File: src/tpdc_pkg.sv
// tpdc_pkg: shared types and constants of the time-of-flight depth colorizer.
// Used by tpdc_div and tof_pixel_depth_colorize_top; depends on nothing.
package tpdc_pkg;

	localparam int PHASE_W = 16;
	localparam int AMP_W   = 16;
	localparam int DIST_W  = 15;
	localparam int COLOR_W = 8;
	localparam int CFG_IDX_W  = 3;
	localparam int CFG_DATA_W = 16;

	// sensor status codes carried in the phase word
	localparam logic [PHASE_W-1:0] PHASE_OVERFLOW  = 16'd65500;
	localparam logic [PHASE_W-1:0] PHASE_SATURATED = 16'd65400;

	// 12500/30000 = 5/12: (5*ph >> 2) / 3, the /3 by reciprocal 43691 / 2^17.
	// Exact for any dividend below 2^17.
	localparam logic [15:0] RECIP_3     = 16'd43691;
	localparam int          RECIP_SHIFT = 17;

	localparam logic [COLOR_W-1:0] FULL_COLOR = 8'd255;

	// divider geometry: 8 quotient bits, 2 per stage
	localparam int QUO_BITS       = COLOR_W;
	localparam int BITS_PER_STAGE = 2;
	localparam int DIV_STAGES     = QUO_BITS / BITS_PER_STAGE;
	localparam int REM_W          = DIST_W + COLOR_W;

	// register reset values
	localparam logic [15:0]       AMP_THR_RST   = 16'd20;
	localparam logic [15:0]       PHASE_THR_RST = 16'd200;
	localparam logic [DIST_W-1:0] OFFSET_RST    = 15'd0;
	localparam logic [DIST_W-1:0] COLOR_MIN_RST = 15'd0;
	localparam logic [DIST_W-1:0] COLOR_MAX_RST = 15'd15000;

	typedef enum logic [CFG_IDX_W-1:0] {
		REG_AMP_THR   = 3'd0,
		REG_PHASE_THR = 3'd1,
		REG_OFFSET    = 3'd2,
		REG_COLOR_MIN = 3'd3,
		REG_COLOR_MAX = 3'd4
	} cfg_reg_t;

	// which channel takes the divider quotient
	typedef enum logic [1:0] {
		SEL_NONE,
		SEL_RED,
		SEL_GREEN,
		SEL_BLUE
	} chan_sel_t;

	typedef enum logic [1:0] {
		CLS_BLACK,
		CLS_RED,
		CLS_MAGENTA,
		CLS_SCALE
	} color_cls_t;

	// pixel data riding alongside the divider
	typedef struct packed {
		logic [DIST_W-1:0]  dist_mm;
		logic [COLOR_W-1:0] red;
		logic [COLOR_W-1:0] green;
		logic [COLOR_W-1:0] blue;
		chan_sel_t          sel;
	} pix_t;

endpackage

File: src/tpdc_div.sv
// tpdc_div: pipelined restoring divider, floor(255*num/span) for num <= span,
// two quotient bits per stage, carrying pixel data alongside. Uses tpdc_pkg.
module tpdc_div import tpdc_pkg::*; (
	input  logic               clk,
	input  logic               arst_n,
	input  logic               in_valid,
	output logic               in_stall,
	input  logic [DIST_W-1:0]  num,
	input  logic [DIST_W-1:0]  span,
	input  pix_t               pix,
	output logic               out_valid,
	input  logic               out_stall,
	output logic [QUO_BITS-1:0] quo,
	output pix_t               out_pix
);

	logic                vld_s  [DIV_STAGES];
	logic [REM_W-1:0]    rem_s  [DIV_STAGES];
	logic [QUO_BITS-1:0] quo_s  [DIV_STAGES];
	logic [DIST_W-1:0]   span_s [DIV_STAGES];
	pix_t                pix_s  [DIV_STAGES];
	logic [DIV_STAGES:0] rdy;

	assign rdy[DIV_STAGES] = !out_stall;
	assign in_stall        = !rdy[0];

	for (genvar k = 0; k < DIV_STAGES; k++) begin : g_stage
		localparam int HI = QUO_BITS - 1 - BITS_PER_STAGE * k;

		logic                v_in;
		logic [REM_W-1:0]    rem_in;
		logic [QUO_BITS-1:0] quo_in;
		logic [DIST_W-1:0]   span_in;
		pix_t                pix_in;
		logic [REM_W-1:0]    rem_out;
		logic [QUO_BITS-1:0] quo_out;
		logic [REM_W-1:0]    dsh;

		if (k == 0) begin : g_first
			// 255*num = 256*num - num
			assign rem_in  = {num, 8'd0} - REM_W'(num);
			assign quo_in  = '0;
			assign v_in    = in_valid;
			assign span_in = span;
			assign pix_in  = pix;
		end else begin : g_next
			assign rem_in  = rem_s[k-1];
			assign quo_in  = quo_s[k-1];
			assign v_in    = vld_s[k-1];
			assign span_in = span_s[k-1];
			assign pix_in  = pix_s[k-1];
		end

		always_comb begin
			rem_out = rem_in;
			quo_out = quo_in;
			dsh     = '0;
			for (int j = 0; j < BITS_PER_STAGE; j++) begin
				dsh = REM_W'(span_in) << (HI - j);
				if (rem_out >= dsh) begin
					rem_out         = rem_out - dsh;
					quo_out[HI - j] = 1'b1;
				end
			end
		end

		assign rdy[k] = !vld_s[k] || rdy[k+1];

		always_ff @(posedge clk or negedge arst_n) begin
			if (!arst_n) begin
				vld_s[k] <= 1'b0;
			end else if (rdy[k]) begin
				vld_s[k] <= v_in;
			end
		end

		always_ff @(posedge clk) begin
			if (rdy[k] && v_in) begin
				rem_s[k]  <= rem_out;
				quo_s[k]  <= quo_out;
				span_s[k] <= span_in;
				pix_s[k]  <= pix_in;
			end
		end
	end

	assign out_valid = vld_s[DIV_STAGES-1];
	assign quo       = quo_s[DIV_STAGES-1];
	assign out_pix   = pix_s[DIV_STAGES-1];

endmodule

File: src/tof_pixel_depth_colorize_top.sv
// tof_pixel_depth_colorize_top: phase/amplitude to distance and rainbow color.
// Uses tpdc_pkg and tpdc_div.
//
// Usage:
//  - Pixel channel (pixel_valid / pixel_stall, phase, amplitude): one beat per
//    pixel. Depth channel (depth_valid / depth_stall, distance_mm, red, green,
//    blue): one beat per pixel, in input order.
//  - Config channel (cfg_valid / cfg_ready, cfg_index, cfg_data): cfg_ready is
//    always high. Index 0 amplitude threshold, 1 phase threshold, 2 distance
//    offset, 3 color minimum, 4 color maximum; other indexes are dropped.
//    Write only while no pixel is in flight.
//  - Pipeline: pixel beat to depth_valid passes 5 front stages (checks,
//    reciprocal multiply, offset, scale range, segment select), then 4
//    divider stages of two quotient bits each, then the output register.
//  - Throughput: one pixel per cycle while depth_stall stays low; the 17x16
//    reciprocal multiply fits one stage and the divider retires two quotient
//    bits per stage, so nothing iterates.
//  - Stall: each stage holds only if it is full and the stage after it holds,
//    so empty slots fill while the output waits; pixel_stall rises once the
//    whole pipeline is full behind a stalled depth beat. Nothing is dropped.
//  - Reset: all stages empty, registers return to 20 / 200 / 0 / 0 / 15000.
module tof_pixel_depth_colorize_top import tpdc_pkg::*; (
	input  logic                  clk,
	input  logic                  arst_n,
	// pixel input
	input  logic                  pixel_valid,
	output logic                  pixel_stall,
	input  logic [PHASE_W-1:0]    phase,
	input  logic [AMP_W-1:0]      amplitude,
	// depth/color output
	output logic                  depth_valid,
	input  logic                  depth_stall,
	output logic [DIST_W-1:0]     distance_mm,
	output logic [COLOR_W-1:0]    red,
	output logic [COLOR_W-1:0]    green,
	output logic [COLOR_W-1:0]    blue,
	// register writes
	input  logic                  cfg_valid,
	output logic                  cfg_ready,
	input  logic [CFG_IDX_W-1:0]  cfg_index,
	input  logic [CFG_DATA_W-1:0] cfg_data
);

	// ---------------- configuration registers ----------------
	logic [AMP_W-1:0]   amp_thr_q;
	logic [PHASE_W-1:0] phase_thr_q;
	logic [DIST_W-1:0]  offset_q;
	logic [DIST_W-1:0]  color_min_q;
	logic [DIST_W-1:0]  color_max_q;

	assign cfg_ready = 1'b1;

	always_ff @(posedge clk or negedge arst_n) begin
		if (!arst_n) begin
			amp_thr_q   <= AMP_THR_RST;
			phase_thr_q <= PHASE_THR_RST;
			offset_q    <= OFFSET_RST;
			color_min_q <= COLOR_MIN_RST;
			color_max_q <= COLOR_MAX_RST;
		end else if (cfg_valid && cfg_ready) begin
			case (cfg_reg_t'(cfg_index))
				REG_AMP_THR:   amp_thr_q   <= cfg_data;
				REG_PHASE_THR: phase_thr_q <= cfg_data;
				REG_OFFSET:    offset_q    <= cfg_data[DIST_W-1:0];
				REG_COLOR_MIN: color_min_q <= cfg_data[DIST_W-1:0];
				REG_COLOR_MAX: color_max_q <= cfg_data[DIST_W-1:0];
				default: ;
			endcase
		end
	end

	// ---------------- flow control ----------------
	logic vld_s1, vld_s2, vld_s3, vld_s4, vld_s5, vld_s10;
	logic rdy_s1, rdy_s2, rdy_s3, rdy_s4, rdy_s5, rdy_s10;
	logic div_in_stall, div_out_valid;

	assign rdy_s10 = !vld_s10 || !depth_stall;
	assign rdy_s5  = !vld_s5 || !div_in_stall;
	assign rdy_s4  = !vld_s4 || rdy_s5;
	assign rdy_s3  = !vld_s3 || rdy_s4;
	assign rdy_s2  = !vld_s2 || rdy_s3;
	assign rdy_s1  = !vld_s1 || rdy_s2;
	assign pixel_stall = !rdy_s1;

	always_ff @(posedge clk or negedge arst_n) begin
		if (!arst_n) begin
			vld_s1  <= 1'b0;
			vld_s2  <= 1'b0;
			vld_s3  <= 1'b0;
			vld_s4  <= 1'b0;
			vld_s5  <= 1'b0;
			vld_s10 <= 1'b0;
		end else begin
			if (rdy_s1)  vld_s1  <= pixel_valid;
			if (rdy_s2)  vld_s2  <= vld_s1;
			if (rdy_s3)  vld_s3  <= vld_s2;
			if (rdy_s4)  vld_s4  <= vld_s3;
			if (rdy_s5)  vld_s5  <= vld_s4;
			if (rdy_s10) vld_s10 <= div_out_valid;
		end
	end

	// ---------------- stage 1: validity checks, 5*phase/4 ----------------
	logic                         inv_s1;
	logic [PHASE_W:0]             y_s1;   // floor(5*phase/4), 17 bits
	logic [PHASE_W+2:0]           ph5;

	assign ph5 = {phase, 2'b00} + (PHASE_W+3)'(phase);

	always_ff @(posedge clk) begin
		if (rdy_s1 && pixel_valid) begin
			inv_s1 <= (phase == PHASE_OVERFLOW) || (phase == PHASE_SATURATED) ||
			          (phase < phase_thr_q) || (amplitude < amp_thr_q);
			y_s1   <= ph5[PHASE_W+2:2];
		end
	end

	// ---------------- stage 2: divide by 3 via reciprocal ----------------
	logic [31:0]       prod;
	logic              inv_s2;
	logic [DIST_W-1:0] draw_s2;

	assign prod = 32'(y_s1) * 32'(RECIP_3);

	always_ff @(posedge clk) begin
		if (rdy_s2 && vld_s1) begin
			inv_s2  <= inv_s1;
			draw_s2 <= prod[RECIP_SHIFT +: DIST_W];
		end
	end

	// ---------------- stage 3: invalid mask, offset with clamp ----------------
	logic [DIST_W-1:0] dist_s3;

	always_ff @(posedge clk) begin
		if (rdy_s3 && vld_s2) begin
			if (inv_s2 || (draw_s2 <= offset_q))
				dist_s3 <= '0;
			else
				dist_s3 <= draw_s2 - offset_q;
		end
	end

	// ---------------- stage 4: position on the color scale ----------------
	color_cls_t        cls_nx;
	color_cls_t        cls_s4;
	logic [DIST_W-1:0] dist_s4, e_s4, span_s4;

	always_comb begin
		if (dist_s3 == '0)
			cls_nx = CLS_BLACK;
		else if (dist_s3 < color_min_q)
			cls_nx = CLS_RED;
		else if (dist_s3 > color_max_q)
			cls_nx = CLS_MAGENTA;
		else if (color_max_q == color_min_q)
			cls_nx = CLS_BLACK;    // zero span
		else
			cls_nx = CLS_SCALE;
	end

	always_ff @(posedge clk) begin
		if (rdy_s4 && vld_s3) begin
			cls_s4  <= cls_nx;
			dist_s4 <= dist_s3;
			e_s4    <= dist_s3 - color_min_q;
			span_s4 <= color_max_q - color_min_q;
		end
	end

	// ---------------- stage 5: segment select ----------------
	logic [DIST_W+2:0] e5, sp1, sp2, sp3, sp4;
	pix_t              pix_nx;
	logic [DIST_W-1:0] num_nx;
	pix_t              pix_s5;
	logic [DIST_W-1:0] num_s5, span_s5;

	assign e5  = {e_s4, 2'b00} + (DIST_W+3)'(e_s4);
	assign sp1 = (DIST_W+3)'(span_s4);
	assign sp2 = (DIST_W+3)'({span_s4, 1'b0});
	assign sp3 = sp2 + sp1;
	assign sp4 = {1'b0, span_s4, 2'b00};

	always_comb begin
		pix_nx.dist_mm = dist_s4;
		pix_nx.red     = '0;
		pix_nx.green   = '0;
		pix_nx.blue    = '0;
		pix_nx.sel     = SEL_NONE;
		num_nx         = '0;
		case (cls_s4)
			CLS_RED: begin
				pix_nx.red = FULL_COLOR;
			end
			CLS_MAGENTA: begin
				pix_nx.red  = FULL_COLOR;
				pix_nx.blue = FULL_COLOR;
			end
			CLS_SCALE: begin
				if (e5 > sp4) begin
					pix_nx.blue = FULL_COLOR;
					pix_nx.sel  = SEL_RED;
					num_nx      = DIST_W'(e5 - sp4);
				end else if (e5 > sp3) begin
					pix_nx.blue = FULL_COLOR;
					pix_nx.sel  = SEL_GREEN;
					num_nx      = DIST_W'(sp4 - e5);
				end else if (e5 > sp2) begin
					pix_nx.green = FULL_COLOR;
					pix_nx.sel   = SEL_BLUE;
					num_nx       = DIST_W'(e5 - sp2);
				end else if (e5 > sp1) begin
					pix_nx.green = FULL_COLOR;
					pix_nx.sel   = SEL_RED;
					num_nx       = DIST_W'(sp2 - e5);
				end else begin
					pix_nx.red = FULL_COLOR;
					pix_nx.sel = SEL_GREEN;
					num_nx     = DIST_W'(e5);
				end
			end
			default: ;    // black
		endcase
	end

	always_ff @(posedge clk) begin
		if (rdy_s5 && vld_s4) begin
			pix_s5  <= pix_nx;
			num_s5  <= num_nx;
			span_s5 <= span_s4;
		end
	end

	// ---------------- stages 6-9: 255*num/span ----------------
	logic [QUO_BITS-1:0] div_quo;
	pix_t                div_pix;

	tpdc_div u_div (
		.clk       (clk),
		.arst_n    (arst_n),
		.in_valid  (vld_s5),
		.in_stall  (div_in_stall),
		.num       (num_s5),
		.span      (span_s5),
		.pix       (pix_s5),
		.out_valid (div_out_valid),
		.out_stall (!rdy_s10),
		.quo       (div_quo),
		.out_pix   (div_pix)
	);

	// ---------------- stage 10: output register ----------------
	logic [DIST_W-1:0]  dist_s10;
	logic [COLOR_W-1:0] red_s10, green_s10, blue_s10;

	always_ff @(posedge clk) begin
		if (rdy_s10 && div_out_valid) begin
			dist_s10  <= div_pix.dist_mm;
			red_s10   <= (div_pix.sel == SEL_RED)   ? div_quo : div_pix.red;
			green_s10 <= (div_pix.sel == SEL_GREEN) ? div_quo : div_pix.green;
			blue_s10  <= (div_pix.sel == SEL_BLUE)  ? div_quo : div_pix.blue;
		end
	end

	assign depth_valid = vld_s10;
	assign distance_mm = dist_s10;
	assign red         = red_s10;
	assign green       = green_s10;
	assign blue        = blue_s10;

`ifndef NO_ASSERTIONS
	// an invalid or zero distance is always black
	a_zero_black: assert property (@(posedge clk) disable iff (!arst_n)
		depth_valid && (distance_mm == '0) |-> (red == '0) && (green == '0) && (blue == '0))
		else $error("zero distance not black");

	// the rainbow never lights all three channels
	a_two_channels: assert property (@(posedge clk) disable iff (!arst_n)
		depth_valid |-> !((red != '0) && (green != '0) && (blue != '0)))
		else $error("all three color channels nonzero");

	// input backpressure only with a full first stage behind a full pipe
	a_stall_full: assert property (@(posedge clk) disable iff (!arst_n)
		pixel_stall |-> vld_s1 && vld_s5 && depth_valid && depth_stall)
		else $error("pixel_stall with an empty slot in the pipeline");
`endif

endmodule

File: config.mk
export PLATFORM = sky130hd
export DESIGN_NAME = tof_pixel_depth_colorize_top
export DESIGN_NICKNAME = d
export VERILOG_FILES = /design/src/tpdc_pkg.sv /design/src/tpdc_div.sv /design/src/tof_pixel_depth_colorize_top.sv
export SDC_FILE = /design/constraint.sdc
export NUM_CORES = 1
export LEC_CHECK = 0
export BUFFER_PORTS_ARGS = -buffer_cell sky130_fd_sc_hd__buf_4
export CAP_MARGIN = 20
export CORE_MARGIN = 2
export CORE_UTILIZATION = 55
export DETAILED_ROUTE_END_ITERATION = 6
export PLACE_DENSITY = 0.75
export RECOVER_POWER = 50
export SETUP_SLACK_MARGIN = 0.05
export SYNTH_ARGS = -nofsm -noshare
export SYNTH_HDL_FRONTEND = slang
export SYNTH_SLANG_ARGS = --single-unit
export TNS_END_PERCENT = 100
File: constraint.sdc
create_clock -name clk -period 10.9 [get_ports clk]
set_clock_uncertainty 0.2 [all_clocks]
set_input_delay 1.09 -clock clk [delete_from_list [all_inputs] [get_ports clk]]
set_output_delay 1.09 -clock clk [all_outputs]
set_load 0.03 [all_outputs]
==> run summary <==
The post-synthesis cell type count came out at 94. The tree is rooted in a sky130_fd_sc_hd__clkbuf_16. The cell area that synthesis handed to floorplanning was 36730 sq um. The number of buffers added on ports is 96. The cell count of the worst hold path is 0. The number of hold-repair buffers added at the cts stage came out at 0. After global routing, the most crowded layer is met2. The clock-pin slew of the registers on the worst-case setup and hold paths is roughly 0.06 ns. The multiplexer share of the synthesized area is 0.02395. The part of the cycle the worst path needs is 0.6864.

The category of the worst setup path launch point is a flop. The share of the synthesized netlist area taken by xor and xnor gates is 0.04626. The cell depth of the worst flop-to-flop path came out at 27. For met3 alone, demand over resource in global routing was 0.04769. The starting density of the core came out at 0.5566. In the synthesized netlist the dominant register cell turns out to be sky130_fd_sc_hd__edfxtp_1. When the netlist entered floorplanning its net count stood at ~4200. In this run the worst path has a maximum fanout of 16. Yosys mapped a number of flops with a built-in enable equal to 399. The multi-input logic area is 20780 sq um. The achievable frequency came out at 133.7 MHz. The total DRC errors in the routed layout came out at 0. The hold violation total from the final report came out at 0. The routed layout has 27220 vias. The met2 demand-to-capacity share in global routing is 0.3992. The measured slew at the worst slew-check pin is about 3.4 ns. The most numerous cell type found on the critical path is sky130_fd_sc_hd__o21ai_0. The highest cell delay on the worst timing path came out at ~0.53 ns. The fraction of final layout cells sized beyond drive strength 1 came out at 0.08702. The number of post-CTS setup repair buffers came out at 0.

The cell type of the slowest stage on the worst timing path is sky130_fd_sc_hd__nor4_1. For this run, the number of Yosys warnings is 0. The critical path in this run is classified as flop to flop. The run finished, with violations left. The I/O pin count came out at 98.

The kind of end point of the critical path is a flop. The initial antenna violation count is 2. The async set or reset register ratio after synthesis came out at 0.1790. The via-per-instance ratio is 5.947. Counting buffers and inverters, the worst setup path is 27 cells deep.

The clock tree from TritonCTS is built. The arrival time at the worst endpoint is about 7.6 ns. The synthesized-area fraction occupied by and/or/nand/nor cells is 0.1188. The number of global-route vias before repair came out at 25940. The number of design-rule violations left by the first detailed-router iteration is around 2300. After synthesis, the largest family of logic cells by area is adder cells. The worst relative slew slack is -1.297.

Summed over all layers, the routed wires come to 88.60 mm. The min-delay analysis places its worst path in the category flop to flop. At the placement stage, the worst setup path has a slack of 3.455 ns. The pre-antenna-repair detailed-routing pass consisted of 5 iterations. The final routed wire length divided by cell count is 19.36 um. The total die area is 68860 sq um.

The total of flip-flops plus latches after synthesis came out at slightly below 500. The post-cts repair resize count is 0. Counting every instance in the synthesized netlist gives 3555. The post-synthesis compound-gate area fraction is 0.1557. The portion of the post-synthesis area used by sequential elements is 0.3859. The area share of the largest cell type after synthesis came out at 0.3262. The placer congestion estimate came out at roughly 0.94. Across every metal layer, demand over resource in global routing totals 0.2545. The kind of cell adding the most delay to the critical path is simple AND/OR/NAND/NOR gates. The count of clock tree sinks came out at 486. The width of the chip is 262.4 um. The total setup violations reported at the end of the flow came out at 0.

The estimated wirelength of the detail-placed design came out at 70.37 mm. The worst-case clock buffer depth came out at 3. The first-pass GRT wire length is 140.3 mm. The checks that failed: capacitance limit, slew limit. The count of nets left with antenna violations after detail routing came out at 0.

After synthesis, the cell types taking the most area are sky130_fd_sc_hd__edfxtp_1 33%, sky130_fd_sc_hd__ha_1 16%, sky130_fd_sc_hd__fa_1 5.7%, sky130_fd_sc_hd__dfrtp_1 5.1%, sky130_fd_sc_hd__inv_1 4.3%. Together, buffers and inverters on the worst path number 1. The area of the core is 65980 sq um.

The max-capacitance violation count is 4. The largest net degree at the start of global routing came out at 65. The storage element area came out at roughly 14000 sq um. The slack of the critical path came out at 3.419 ns. After the last flow step, the layout net total stands at approximately 4300.

The remaining global-route overflow came out at 0. The count of H-tree levels built during CTS is 2. The worst-skew pair later-pin latency came out at 0.62 ns.

The post-synthesis share of cell area spent on full adders, half adders and majority gates is 0.2195. Setup repair after global routing left no endpoint under its margin. The final setup TNS came out at 0 ns. The layout overhead on the synthesized area came out at 9.365%. The fraction of met1 tracks used by global routing is 0.3582. Row generation in the floorplan step produced 94 rows. Data on the critical path is required at its endpoint by 11.04 ns.

The clock period minus worst slack is 7.481 ns. The total of fill cells in the finished design is ~5300. The dominant cell type by area after synthesis is sky130_fd_sc_hd__edfxtp_1.

The final count of pins violating max slew is 195. The per-instance average area after synthesis is 10.33 sq um. Measured along the y axis, the die boundary spans 262.4 um. The clock buffer count from CTS came out at 52.
## path summary, 6_finish.rpt
path                              from                 to  slack, ns
min in group asynchronous       arst_n       offset_q[12]       0.99
min                        dist_s4[11]         pix_s5[37]       0.22
max reg2reg                  num_s5[0]  u_div.rem_s[0][9]       3.42
max                          num_s5[0]  u_div.rem_s[0][9]       3.42
min reg2reg                dist_s4[11]         pix_s5[37]       0.22
max in group asynchronous       arst_n       amp_thr_q[0]       6.13
## cells in the mapped netlist (all sizes together), types with 47 or more instances
cell type	n
a21o	109
a21oi	187
clkbuf	47
dfrtp	75
edfxtp	399
fa	104
ha	478
inv	419
mux2	62
nand2	238
nand3	72
nor2	180
nor2b	55
nor3	65
o21ai	229
xnor2	129
xor2	65
## layer usage
| metal | vias up | share of wire |
|---|---|---|
| met5 | - | 0.00015 |
| met4 | 2 | 0.029 |
| met3 | 161 | 0.073 |
| met2 | 904 | 0.45 |
| met1 | 12990 | 0.45 |
| li1 | 13160 | - |
## placed cells by master (no fill, tap or decap), types with 22 or more instances in the layout
| master | count |
|---|---|
| sky130_fd_sc_hd__nor3_1 | 65 |
| sky130_fd_sc_hd__clkbuf_1 | 22 |
| sky130_fd_sc_hd__a211oi_1 | 31 |
| sky130_fd_sc_hd__inv_1 | 418 |
| sky130_fd_sc_hd__and3_1 | 24 |
| sky130_fd_sc_hd__nand3_1 | 71 |
| sky130_fd_sc_hd__a21o_1 | 109 |
| sky130_fd_sc_hd__edfxtp_1 | 399 |
| sky130_fd_sc_hd__nand2_1 | 237 |
| sky130_fd_sc_hd__dfrtp_1 | 75 |
| sky130_fd_sc_hd__xor2_1 | 65 |
| sky130_fd_sc_hd__o21ai_0 | 224 |
| sky130_fd_sc_hd__fa_1 | 104 |
| sky130_fd_sc_hd__or3_1 | 29 |
| sky130_fd_sc_hd__nor2b_1 | 53 |
| sky130_fd_sc_hd__o21bai_1 | 23 |
| sky130_fd_sc_hd__clkbuf_16 | 52 |
| sky130_fd_sc_hd__nand4_1 | 42 |
| sky130_fd_sc_hd__xnor2_1 | 129 |
| sky130_fd_sc_hd__buf_4 | 103 |
| sky130_fd_sc_hd__a21oi_1 | 187 |
| sky130_fd_sc_hd__o21a_1 | 39 |
| sky130_fd_sc_hd__ha_1 | 478 |
| sky130_fd_sc_hd__or2_2 | 22 |
| sky130_fd_sc_hd__mux2_2 | 50 |
| sky130_fd_sc_hd__a31oi_1 | 26 |
| sky130_fd_sc_hd__nand2b_1 | 42 |
| sky130_fd_sc_hd__nor2_1 | 180 |
## through the flow
stage	std cells	utilization	instance area, sq um	hold slack, ns
6_report	4577	0.6088	40170	0.2156
5_1_grt	4576	0.6087	40160	0.2211
4_1_cts	4574	0.6094	40210	0.2083
3_5_place_dp	4477	0.5835	38500	0.2045
3_3_place_gp	4477	0.5835	38500	0.2004
2_1_floorplan	3555	-	36730	0.2003
## worst reg2reg max path, delay by kind of cell, from the launching register on
family / cells / cell delay, ns
AOI/OAI and AO/OA: 10 / 1.99
xor gates and xnor gates: 1 / 0.22
adders and majority gates: 3 / 0.90
buffers and inverters: 1 / 0.26
DFF: 1 / 0.50
muxes: 2 / 0.79
and+or+nand+nor: 10 / 2.37
## sequential cells by signal, summed over array words and instances (netlist names), 16 cells and up
signal        cells
amp_thr_q        16
phase_thr_q      16
pix_s5           20
u_div.pix_s      80
u_div.quo_s      20
u_div.rem_s      69
u_div.span_s     45
y_s1             17
## logic make-up (layout without fill, tap and decap cells)
family                   after synthesis  in the layout
XOR/XNOR                             194            194
AO/OA/AOI/OAI                        866            866
multiplexers                          77             77
flip-flops                           486            486
other                                  1              2
AND/OR/NAND/NOR                      869            869
adder cells (fa/ha/maj)              582            582
buffers and inverters                480            637
## cell type report
class | count | share of cell area
multi-input combinational | 2589 | 0.5173
sequential | 486 | 0.3529
inverter | 422 | 0.03944
clock buffer | 61 | 0.03324
tap | 864 | 0.02691
timing repair buffer | 118 | 0.02084
clock inverter | 36 | 0.009345
antenna | 1 | 0.00006230
Power is left out: the tool's default activity adds up to more than one toggle a clock period on the data nets, which glitch-free logic cannot reach.
